## src/rtl/aip_pkg.sv

```systemverilog
package aip_pkg;

	// default sizes of the table
	localparam int DEF_ENTRIES    = 16;
	localparam int DEF_ID_WIDTH   = 16;
	localparam int DEF_TIME_WIDTH = 32;

	// fixed port widths
	localparam int TOL_W      = 16;
	localparam int PORT_ID_W  = 16;
	localparam int PORT_NOW_W = 32;

	// tolerance scaling, milliseconds to microseconds
	localparam int US_PER_MS = 1000;
	localparam int LIMIT_W   = TOL_W + 10;

	localparam logic [TOL_W-1:0] TOL_RESET = TOL_W'(250);

	typedef logic [1:0] status_t;

	localparam status_t RPT_NONE    = 2'd0;
	localparam status_t RPT_REFRESH = 2'd1;
	localparam status_t RPT_INSERT  = 2'd2;
	localparam status_t RPT_DROP    = 2'd3;

	localparam logic CMD_REPORT = 1'b0;
	localparam logic CMD_QUERY  = 1'b1;

endpackage

```

## src/rtl/aging_id_presence_table.sv

```systemverilog
// channel | direction | beat contents                          | handshake
// --------+-----------+----------------------------------------+---------------------
// cfg     | in        | cfg_data (tolerance in ms)             | cfg_valid / cfg_ready
// in      | in        | cmd, now_us, mote_id, query_id         | in_valid / in_ready
// out     | out       | confirmed, report_status               | out_valid / out_ready
//
// every item scans the whole table through the single read port of the id/time memories:
// the item is accepted in idle, the scan state reads and compares every entry, and the
// update state writes back; the next item is taken only after the update.
// reset clears the per-entry occupancy flops at once, no clearing pass is needed,
// and loads the tolerance with 250 ms.
// a result waiting in the output register does not block the next input beat; only
// the update cycle holds while the output register is still full.
module aging_id_presence_table
	import aip_pkg::*;
#(
	parameter int TABLE_ENTRIES = DEF_ENTRIES,
	parameter int ID_WIDTH      = DEF_ID_WIDTH,
	parameter int TIME_WIDTH    = DEF_TIME_WIDTH
) (
	input  logic                  clk,
	input  logic                  arst_n,

	input  logic                  cfg_valid,
	output logic                  cfg_ready,
	input  logic [TOL_W-1:0]      cfg_data,

	input  logic                  in_valid,
	output logic                  in_ready,
	input  logic                  cmd,
	input  logic [PORT_NOW_W-1:0] now_us,
	input  logic [PORT_ID_W-1:0]  mote_id,
	input  logic [PORT_ID_W-1:0]  query_id,

	output logic                  out_valid,
	input  logic                  out_ready,
	output logic                  confirmed,
	output status_t               report_status
);

	localparam int IDX_W = (TABLE_ENTRIES > 1) ? $clog2(TABLE_ENTRIES) : 1;
	localparam int CNT_W = $clog2(TABLE_ENTRIES + 1);
	localparam logic [CNT_W-1:0] CNT_LAST = CNT_W'(TABLE_ENTRIES);

	// sequencer states
	localparam logic [1:0] ST_IDLE = 2'd0;
	localparam logic [1:0] ST_SCAN = 2'd1;
	localparam logic [1:0] ST_UPD  = 2'd2;

	// entry storage, occupancy lives in flops so reset is immediate
	logic [ID_WIDTH-1:0]   id_mem   [TABLE_ENTRIES];
	logic [TIME_WIDTH-1:0] time_mem [TABLE_ENTRIES];
	logic [TABLE_ENTRIES-1:0] valid_q;

	logic [1:0]            state_q;
	logic [CNT_W-1:0]      cnt_q;
	logic [TOL_W-1:0]      tolerance_ms_q;

	// item held for the duration of the scan
	logic                  cmd_q;
	logic [ID_WIDTH-1:0]   key_q;
	logic [TIME_WIDTH-1:0] now_q;
	logic [LIMIT_W-1:0]    limit_q;

	// scan results
	logic                  match_q;
	logic [IDX_W-1:0]      match_idx_q;
	logic                  free_q;
	logic [IDX_W-1:0]      free_idx_q;

	// read pipeline
	logic                  proc_vld_s1;
	logic [IDX_W-1:0]      proc_idx_s1;
	logic [ID_WIDTH-1:0]   rd_id_s1;
	logic [TIME_WIDTH-1:0] rd_time_s1;

	logic                  out_valid_q;
	logic                  confirmed_q;
	status_t               status_q;

	logic [ID_WIDTH+PORT_ID_W-1:0]    key_ext;
	logic [TIME_WIDTH+PORT_NOW_W-1:0] now_ext;
	logic [ID_WIDTH-1:0]   key_in;
	logic [TIME_WIDTH-1:0] now_in;
	logic [IDX_W-1:0]      rd_addr;
	logic                  entry_vld;
	logic                  hit;
	logic [TIME_WIDTH-1:0] age;
	logic                  too_old;
	logic                  expire;
	logic                  take_free;
	logic                  is_report;
	logic                  do_ref;
	logic                  do_ins;
	logic                  advance_upd;
	logic                  wr_en;
	logic [IDX_W-1:0]      wr_idx;
	status_t               status_nxt;

	assign cfg_ready     = 1'b1;
	assign in_ready      = (state_q == ST_IDLE);
	assign out_valid     = out_valid_q;
	assign confirmed     = confirmed_q;
	assign report_status = status_q;

	// ids and times resized to the table's widths, zero-extended or truncated
	assign key_ext = {{ID_WIDTH{1'b0}}, ((cmd == CMD_QUERY) ? query_id : mote_id)};
	assign now_ext = {{TIME_WIDTH{1'b0}}, now_us};
	assign key_in  = key_ext[ID_WIDTH-1:0];
	assign now_in  = now_ext[TIME_WIDTH-1:0];

	assign rd_addr = cnt_q[IDX_W-1:0];

	// compare stage on the entry read last cycle
	always_comb begin
		entry_vld = valid_q[proc_idx_s1];
		hit       = proc_vld_s1 && entry_vld && (rd_id_s1 == key_q) && (key_q != '0);
		age       = now_q - rd_time_s1;
		too_old   = {{LIMIT_W{1'b0}}, age} > {{TIME_WIDTH{1'b0}}, limit_q};
		// a matched entry gets refreshed, so its age becomes zero
		expire    = proc_vld_s1 && (cmd_q == CMD_REPORT) && entry_vld && !hit && too_old;
		take_free = proc_vld_s1 && !entry_vld && !free_q;
	end

	// update decision
	always_comb begin
		is_report   = (cmd_q == CMD_REPORT) && (key_q != '0);
		do_ref      = is_report && match_q;
		do_ins      = is_report && !match_q && free_q;
		advance_upd = (state_q == ST_UPD) && (!out_valid_q || out_ready);
		wr_en       = advance_upd && (do_ref || do_ins);
		wr_idx      = match_q ? match_idx_q : free_idx_q;
		priority if (!is_report) begin
			status_nxt = RPT_NONE;
		end else if (match_q) begin
			status_nxt = RPT_REFRESH;
		end else if (free_q) begin
			status_nxt = RPT_INSERT;
		end else begin
			status_nxt = RPT_DROP;
		end
	end

	// memory read port, registered output
	always_ff @(posedge clk) begin
		rd_id_s1   <= id_mem[rd_addr];
		rd_time_s1 <= time_mem[rd_addr];
	end

	// memory write port, only in the update cycle
	always_ff @(posedge clk) begin
		if (wr_en) begin
			time_mem[wr_idx] <= now_q;
			if (do_ins) begin
				id_mem[wr_idx] <= key_q;
			end
		end
	end

	// item capture and read pipeline payload
	always_ff @(posedge clk) begin
		proc_idx_s1 <= rd_addr;
		if (in_valid && in_ready) begin
			cmd_q   <= cmd;
			key_q   <= key_in;
			now_q   <= now_in;
			limit_q <= LIMIT_W'(tolerance_ms_q * US_PER_MS);
		end
	end

	always_ff @(posedge clk or negedge arst_n) begin
		if (!arst_n) begin
			state_q        <= ST_IDLE;
			cnt_q          <= '0;
			tolerance_ms_q <= TOL_RESET;
			valid_q        <= '0;
			match_q        <= 1'b0;
			match_idx_q    <= '0;
			free_q         <= 1'b0;
			free_idx_q     <= '0;
			proc_vld_s1    <= 1'b0;
			out_valid_q    <= 1'b0;
			confirmed_q    <= 1'b0;
			status_q       <= RPT_NONE;
		end else begin
			if (cfg_valid && cfg_ready) begin
				tolerance_ms_q <= cfg_data;
			end

			proc_vld_s1 <= (state_q == ST_SCAN) && (cnt_q != CNT_LAST);

			if (hit) begin
				match_q     <= 1'b1;
				match_idx_q <= proc_idx_s1;
			end
			// first free slot as it stood before this item's aging
			if (take_free) begin
				free_q     <= 1'b1;
				free_idx_q <= proc_idx_s1;
			end
			if (expire) begin
				valid_q[proc_idx_s1] <= 1'b0;
			end
			if (advance_upd && do_ins) begin
				valid_q[free_idx_q] <= 1'b1;
			end

			unique case (state_q)
				ST_IDLE: begin
					if (in_valid) begin
						state_q <= ST_SCAN;
						cnt_q   <= '0;
						match_q <= 1'b0;
						free_q  <= 1'b0;
					end
				end
				ST_SCAN: begin
					// last entry is compared in the cycle the counter reaches the end
					if (cnt_q != CNT_LAST) begin
						cnt_q <= cnt_q + 1'b1;
					end else begin
						state_q <= ST_UPD;
					end
				end
				ST_UPD: begin
					if (advance_upd) begin
						state_q <= ST_IDLE;
					end
				end
				default: begin
					state_q <= ST_IDLE;
				end
			endcase

			// output register, refilled only when empty or drained this cycle
			if (advance_upd) begin
				out_valid_q <= 1'b1;
				confirmed_q <= (cmd_q == CMD_QUERY) && match_q;
				status_q    <= status_nxt;
			end else if (out_ready) begin
				out_valid_q <= 1'b0;
			end
		end
	end

endmodule

```

## config.mk

```make
export PLATFORM = sky130hd
export DESIGN_NAME = aging_id_presence_table
export DESIGN_NICKNAME = d
export VERILOG_FILES = /design/src/rtl/aip_pkg.sv /design/src/rtl/aging_id_presence_table.sv
export SDC_FILE = /design/constraint.sdc
export NUM_CORES = 1
export LEC_CHECK = 0
export BUFFER_PORTS_ARGS = -buffer_cell sky130_fd_sc_hd__buf_2
export CAP_MARGIN = 0
export CORE_ASPECT_RATIO = 0.6
export CORE_MARGIN = 3
export CORE_UTILIZATION = 60
export CTS_CLUSTER_DIAMETER = 80
export DETAILED_ROUTE_END_ITERATION = 12
export PLACE_DENSITY = 0.77
export SKIP_CTS_REPAIR_TIMING = 1
export SYNTH_ARGS = -nofsm -noshare
export SYNTH_HDL_FRONTEND = slang
export SYNTH_SLANG_ARGS = --single-unit
```

## constraint.sdc

```tcl
create_clock -name clk -period 6.4 [get_ports clk]
set_input_delay 0.32 -clock clk [delete_from_list [all_inputs] [get_ports clk]]
set_output_delay 0.32 -clock clk [all_outputs]
set_load 0.02 [all_outputs]
```

==> Word-level counts from Yosys, hierarchy flattened <==
Memories as Yosys holds them, arrays and structs flattened. A register that Yosys moved wholly into a read port is not among the register bits.
Index checks and enable logic that the tools add are counted.
{ "classes": {"n_addsub": 2, "n_mul": 1, "order_cmp": 5, "n_eq_ne": 8, "n_mux": 33, "n_bitwise": 4, "n_reduce_logical": 34} }
{ "op_table": {"columns": ["cell", "n"], "rows": [
  ["16-bit 2-to-1 mux", 3],
  ["32-bit by 26-bit greater-than comparator with 1-bit output", 1],
  ["32-bit subtractor", 1],
  ["16-bit by 7-bit multiplier with 23-bit output, second input constant", 1],
  ["1-bit logical AND", 21],
  ["1-bit 2-to-1 mux", 17],
  ["16-bit bitwise AND", 1],
  ["16-bit == test", 1],
  ["16-bit NOT", 1],
  ["16-bit OR", 1],
  ["16-bit nonzero test", 1],
  ["4-bit by 5-bit less-than comparator with 1-bit output, second input constant", 2],
  ["2-bit 2-to-1 mux", 5],
  ["5-bit 2-to-1 mux", 2],
  ["5-bit case mux with 2 select lines", 1],
  ["1-bit demux with 4-bit select", 2],
  ["4-bit by 1-bit >= comparator with 1-bit output, second input constant", 2],
  ["2-bit != test, second input constant", 3],
  ["2-bit case mux with 3 select lines", 1],
  ["3-bit AND reduction", 2],
  ["5-bit by 1-bit adder with 5-bit output, second input constant", 1],
  ["1-bit zero test", 5],
  ["5-bit != test, second input constant", 1],
  ["1-bit binary-select mux with 4-bit select", 1],
  ["8 further kinds", 10]
]} }
{ "totals": {"ff_bits": 130, "ram_bits": 768, "output_inout_bits": 6, "word_cells": 106, "mem_count": 2} }
{ "mem_list": {"columns": ["name", "words", "word_bits", "rd", "rd_clocked_by_memory_dff", "wr", "line", "source"], "rows": [
  ["time_mem", 16, 32, 1, 1, 1, "aging_id_presence_table.sv:52", "logic [TIME_WIDTH-1:0] time_mem [TABLE_ENTRIES];"],
  ["id_mem", 16, 16, 1, 1, 1, "aging_id_presence_table.sv:51", "logic [ID_WIDTH-1:0] id_mem [TABLE_ENTRIES];"]
]} }

==> Longest topological paths before layout <==
{ "depth": {"ltp_word": 11, "mapped_depth": 23, "ltp_nobuf": 23} }

==> Worst setup path before layout <==
Ideal clock, no wire load.
{ "synth_timing": {"path_type": "reg-to-reg", "startpoint": "reg tolerance_ms_q[1]", "endpoint": "reg limit_q[24], data pin", "setup_ns": 0.266, "arrival_time_ns": 4.385, "required_ns": 6.134, "setup_slack_ns": 1.749, "path_stages_with_launch": 18, "n_path_buf": 0, "synth_period_minus_slack_ns": 4.651, "cell_sequence": "dfstp_2 > fa_1 > fa_1 > inv_1 > fa_1 > inv_1 > fa_1 > ha_1 > inv_1 > nor2_1 > nor2_1 > o21bai_1 > a21oi_1 > o21ai_0 > a41oi_1 > o31ai_1 > o41ai_1 > xnor2_1"} }
{ "synth_via": {"elab_chain_len": 1} }
{ "synth_rtl": {"columns": ["item", "line", "source"], "rows": [
  ["start: declaration", "aging_id_presence_table.sv:57", "logic [TOL_W-1:0] tolerance_ms_q;"],
  ["start signal: assignment", "aging_id_presence_table.sv:187", "tolerance_ms_q <= cfg_data;"],
  ["16-bit by 7-bit multiplier with 23-bit output", "aging_id_presence_table.sv:167", "limit_q <= LIMIT_W'(tolerance_ms_q * US_PER_MS);"],
  ["end signal: assignment", "aging_id_presence_table.sv:167", null],
  ["end: declaration", "aging_id_presence_table.sv:63", "logic [LIMIT_W-1:0] limit_q;"]
]} }
No other way between the ends.
A chain may end at the register's enable or synchronous reset.

==> Worst setup path after layout <==
{ "layout_timing": {"startpoint": "reg now_q[0]", "endpoint": "reg valid_q[15]"} }
{ "layout_via": {"elab_chain_len": 6} }
{ "layout_rtl": {"columns": ["item", "line", "source"], "rows": [
  ["start: declaration", "aging_id_presence_table.sv:62", "logic [TIME_WIDTH-1:0] now_q;"],
  ["start signal: assignment", "aging_id_presence_table.sv:166", "now_q <= now_in;"],
  ["32-bit subtractor *", "aging_id_presence_table.sv:118", "age = now_q - rd_time_s1;"],
  ["32-bit by 26-bit greater-than comparator with 1-bit output *", "aging_id_presence_table.sv:119", "too_old = {{LIMIT_W{1'b0}}, age} > {{TIME_WIDTH{1'b0}}, limit_q};"],
  ["1-bit logical AND *", "aging_id_presence_table.sv:121", "expire = proc_vld_s1 && (cmd_q == CMD_REPORT) && entry_vld && !hit && too_old;"],
  ["16-bit 2-to-1 mux *", "aging_id_presence_table.sv:201", "if (expire) begin"],
  ["16-bit OR (no source line)", null, null],
  ["16-bit 2-to-1 mux *", "aging_id_presence_table.sv:204", "if (advance_upd && do_ins) begin"],
  ["end signal: assignment", "aging_id_presence_table.sv:176", "valid_q <= '0;"],
  ["end signal: indexed assignment", "aging_id_presence_table.sv:202", "valid_q[proc_idx_s1] <= 1'b0;"],
  ["end signal: indexed assignment", "aging_id_presence_table.sv:205", "valid_q[free_idx_q] <= 1'b1;"],
  ["end: declaration", "aging_id_presence_table.sv:53", "logic [TABLE_ENTRIES-1:0] valid_q;"]
]} }
Mark *: on every way between the ends. The rest lies on a longest branch, timed or not.

==> results by stage <==
Run status:
- The run finished with clean final reports.

Die:
- The horizontal extent of the die is 339 um.
- The die covers 0.0697 mm^2.
- The starting density of the core is 61.3%.
- The total area inside the core boundary comes to 0.0650 mm^2.
- After floorplanning, the core was divided into 72 placement rows.
- In this run the vertical extent of the chip is 206 um.
- The top-level port count is 92.

Critical path:
- The worst setup path is launched from a flip-flop.
- In this run the worst setup path begins at now_q[0].
- The required time of the critical path is 6.95 ns.
- The startpoint identified for the worst register-to-register timing path is now_q[0].
- The worst setup path is of the reg -> reg kind.
- The worst setup path is captured at a flip-flop.
- The stage delay of the slowest cell on the critical path is 0.65 ns.
- STA puts the critical path data arrival time at 6.07 ns.
- The worst-case register-to-register setup slack is 0.89 ns.
- The depth of the worst register-to-register path is 21.
- Along the worst path, the maximum fanout reaches 17.
- The slowest stage of the critical path is the sky130_fd_sc_hd__edfxtp_1 cell.
- The most critical setup path has its endpoint at valid_q[15].
- The critical path goes through inv_1 > ha_1 > fa_1 > nand2b_1 > a21oi_1 > o22ai_2 > o21a_1 > o21ai_0 > a31oi_1 > o21bai_1 > xor2_1 > ha_1 > nand4_1 > nor4_1 > a21oi_1 > a22oi_1 > o311ai_1 > nor4b_2 > nand4_1 > and4_4 > o221ai_1.
- The capture point of the worst reg-to-reg path is valid_q[15].

Hold path:
- The worst hold path belongs to the class in -> async.

STA:
- On the final layout, the worst clock skew is 0.0298 ns.
- The number of failing setup endpoints in the final timing report is 0.
- The final number of hold-violating endpoints came to 0.
- The highest clock rate is 0.181 GHz.
- The shortest period the worst path allows is 5.51 ns.
- The ratio of final minimum period to clock period is 86.2%.
- The post-route setup TNS is 0 ns.
- Setup repair after global routing left no endpoint under its margin.
- Setup slack closes at 0.886 ns.
- At the pin with the least slew margin, the transition time is 1.38 ns.
- The number of max-slew violations in the final report is 0.
- The max-slew headroom at the worst pin is 7.97%.

Place:
- The post-placement worst setup slack is 0.974 ns.
- Port buffering added 90 buffers.
- The congestion estimate from routability-driven global placement came to 0.848.
- Summing all placed instances gives a cell area of 0.0417 mm^2.
- The estimated wirelength of the detail-placed design is 51100 um.
- The post-placement cell count is 3062.

Global routing:
- The initial antenna violation count is 2.
- The maximum number of pins on one net before global-route repair is 149.
- The first global-routing pass estimated 132000 um of wire.
- Global routing finished with a remaining overflow of 0.
- The via count of the first global-routing pass is 20.8k.
- The total routing usage reported by global routing is 25.9%.

Layout:
- The final instance area is 0.0452 mm^2.
- The antenna cell count is 0.
- The finished layout holds 3295 standard cells, fillers aside.
- For this run, the post-layout net count is 2589.
- The filler cells instantiated in the layout total 4018.
- At the end of the flow the core is filled with cells to 69.5%.
- Cells with a size suffix above 1 make up 25.0% of the layout.
- Compared with the post-synthesis result, the final layout area differs by 13.5%.

Logic synthesis:
- The count of flip-flops with a built-in enable after synthesis is 840.
- Yosys printed 0 warnings.
- The fraction of registers with async set or reset after synthesis is 5.71%.
- Counting every net in the synthesized netlist gives 2366.
- The average cell area after synthesis is 18.8 um^2.
- The count of state elements after synthesis is 946.
- The most used flip-flop cell after synthesis is sky130_fd_sc_hd__edfxtp_1.
- The number of library cell types mapped by synthesis is 69.
- The summed instance area of the synthesized netlist is 0.0399 mm^2.
- Of the synthesized area, sequential elements account for 69.3%.
- The number of cells produced by synthesis is 2116.

CTS:
- The buffer cell driving the clock tree root is sky130_fd_sc_hd__clkbuf_16.
- After clock tree synthesis, the clock-pin slew on the worst setup and hold paths is 0.07 ns.
- In this run the deepest clock path goes through 3 buffers.
- Clock tree synthesis inserted a total of 82 buffers.
- The TritonCTS clock tree is built.
- The clock latency of the later-clocked register in the worst-skew pair is 0.65 ns.
- The clock tree synthesis step divided the H-tree into 3 levels.
- Clock tree synthesis found a total of 946 sinks.

Power:
- The total power density per cell area is 439 mW/mm^2.
- IR analysis of the VDD net gives a maximum drop of 0.520 mV.
- The leakage dissipation is 0.0157 uW.

Routing:
- The number of optimization iterations in the first detailed-route pass is 6.
- The average via count per standard cell is 6.26.
- The overall routed net length is 88600 um.
- After detailed routing, the average wire length per cell comes to 26.9 um.
- The antenna violation net count after detailed routing is 0.
- The count of vias placed by the detailed router is 20.6k.
- The number of DRC violations after detailed routing is 0.
- The DRC marker count from the first detailed-route iteration is 2633.

Run:
- The max-cap violation count is 0.
==> worst min path at each step <==
stage                 from            endpoint  slack [ns]  depth (start not counted)
detailed placement  arst_n  tolerance_ms_q[15]        0.16                          1
global placement    arst_n  tolerance_ms_q[15]        0.16                          1
finish              arst_n  tolerance_ms_q[15]        0.03                          2
CTS                 arst_n  tolerance_ms_q[15]       -0.54                          1
global route        arst_n  tolerance_ms_q[15]        0.03                          2
floorplan           arst_n            cnt_q[0]        0.02                          0
==> placed cells by master, fill, tap and decap left out, types with 6 or more instances in the layout <==
master,Yosys,layout
sky130_fd_sc_hd__a21o_1,25,25
sky130_fd_sc_hd__a21oi_1,60,60
sky130_fd_sc_hd__a31oi_1,12,12
sky130_fd_sc_hd__and3_1,6,6
sky130_fd_sc_hd__buf_2,3,90
sky130_fd_sc_hd__buf_4,1,43
sky130_fd_sc_hd__bufinv_16,0,7
sky130_fd_sc_hd__clkbuf_1,53,13
sky130_fd_sc_hd__clkbuf_16,0,84
sky130_fd_sc_hd__clkbuf_8,0,7
sky130_fd_sc_hd__clkinv_1,0,10
sky130_fd_sc_hd__clkinv_2,0,16
sky130_fd_sc_hd__dfrtp_1,48,44
sky130_fd_sc_hd__dfstp_2,6,6
sky130_fd_sc_hd__dfxtp_1,52,52
sky130_fd_sc_hd__dlygate4sd3_1,0,81
sky130_fd_sc_hd__edfxtp_1,840,840
sky130_fd_sc_hd__fa_1,55,55
sky130_fd_sc_hd__ha_1,109,109
sky130_fd_sc_hd__inv_1,142,142
sky130_fd_sc_hd__mux2_2,35,35
sky130_fd_sc_hd__mux4_2,245,245
sky130_fd_sc_hd__nand2_1,59,59
sky130_fd_sc_hd__nand2b_1,19,19
sky130_fd_sc_hd__nand3_1,12,12
sky130_fd_sc_hd__nand4_1,17,17
sky130_fd_sc_hd__nor2_1,64,45
sky130_fd_sc_hd__nor2_4,0,17
sky130_fd_sc_hd__nor2b_1,6,6
sky130_fd_sc_hd__nor3_1,26,13
sky130_fd_sc_hd__nor3_2,0,13
sky130_fd_sc_hd__nor4_1,9,9
sky130_fd_sc_hd__o21a_1,7,7
sky130_fd_sc_hd__o21ai_0,46,46
sky130_fd_sc_hd__or3_1,10,10
sky130_fd_sc_hd__xnor2_1,41,41
sky130_fd_sc_hd__xor2_1,23,23
==> critical path: cells and delay by family (launching register included) <==
kind / cells / cell delay, ns
flops: 1 / 0.65
buf+inv: 1 / 0.09
xor+xnor: 1 / 0.09
fa+ha+maj: 3 / 0.92
compound gates: 10 / 2.01
simple gates: 6 / 1.66
==> synth_stat cells, types with 9 or more instances <==
cell                       count  area [um^2]
sky130_fd_sc_hd__nand2b_1     19          119
sky130_fd_sc_hd__dfrtp_1      48         1200
sky130_fd_sc_hd__or3_1        10         62.6
sky130_fd_sc_hd__edfxtp_1    840        25200
sky130_fd_sc_hd__nand3_1      12         60.1
sky130_fd_sc_hd__xnor2_1      41          359
sky130_fd_sc_hd__mux2_2       35          394
sky130_fd_sc_hd__xor2_1       23          201
sky130_fd_sc_hd__fa_1         55         1100
sky130_fd_sc_hd__nand4_1      17          106
sky130_fd_sc_hd__a21o_1       25          188
sky130_fd_sc_hd__buf_1        19         71.3
sky130_fd_sc_hd__nor3_1       26          130
sky130_fd_sc_hd__o21ai_0      46          230
sky130_fd_sc_hd__ha_1        109         1360
sky130_fd_sc_hd__inv_1       142          533
sky130_fd_sc_hd__a31oi_1      12         75.1
sky130_fd_sc_hd__nor4_1        9         56.3
sky130_fd_sc_hd__dfxtp_1      52         1040
sky130_fd_sc_hd__mux4_2      245         5520
sky130_fd_sc_hd__a21oi_1      60          300
sky130_fd_sc_hd__clkbuf_1     53          199
sky130_fd_sc_hd__nand2_1      59          221
sky130_fd_sc_hd__nor2_1       64          240
==> cells by family after synthesis <==
logic type	synth area share, %
buffers and inverters	2.08
other	0.00941
and+or+nand+nor	3.07
xor gates and xnor gates	1.41
muxes	14.8
AOI/OAI and AO/OA	3.11
DFF	69.3
adders and majority gates	6.18
==> per-layer routing <==
metal,vias to the layer above,GRT usage [%],wire (um)
li1,8794,-,-
met5,-,0,13
met4,2,5.94,1700
met3,139,6.83,9580
met2,1075,37.7,39700
met1,10600,39.8,37700
==> layout make-up <==
| class | instances | area [um^2] | share of cell area, % |
|---|---|---|---|
| flip-flops and latches | 946 | 27600 | 61.1 |
| multi-input cells | 951 | 11600 | 25.7 |
| clock buffers | 104 | 2250 | 4.97 |
| repair buffers | 216 | 1620 | 3.59 |
| well taps | 888 | 1110 | 2.46 |
| inverters | 142 | 533 | 1.18 |
| clock inverters | 48 | 478 | 1.06 |
==> flip-flops by register name, summed over array words and instances (netlist names) <==
| register | count |
|---|---|
| limit_q | 23 |
| cnt_q | 5 |
| out_valid | 1 |
| cmd_q | 1 |
| key_q | 16 |
| proc_vld_s1 | 1 |
| match_q | 1 |
| valid_q | 16 |
| rd_time_s1 | 32 |
| confirmed | 1 |
| report_status | 2 |
| tolerance_ms_q | 16 |
| match_idx_q | 4 |
| id_mem | 256 |
| state_q | 2 |
| free_idx_q | 4 |
| proc_idx_s1 | 4 |
| time_mem | 512 |
| free_q | 1 |
| now_q | 32 |
| rd_id_s1 | 16 |
==> power breakdown <==
group	internal, uW	switching (uW)	leakage (uW)
clock	2800	2220	0.00134
sequential	7320	509	0.00861
combinational	3360	3660	0.00570
total	13500	6390	0.0157
==> metrics by stage <==
step / hold slack, ns / total power [uW]
4_1_cts: -0.544 / 19900
3_3_place_gp: 0.158 / 14700
6_report: 0.0259 / 19900
3_5_place_dp: 0.161 / 14900
2_1_floorplan: 0.0244 / 13100
5_1_grt: 0.0274 / 20900
Power figures use the tool's default switching activity.
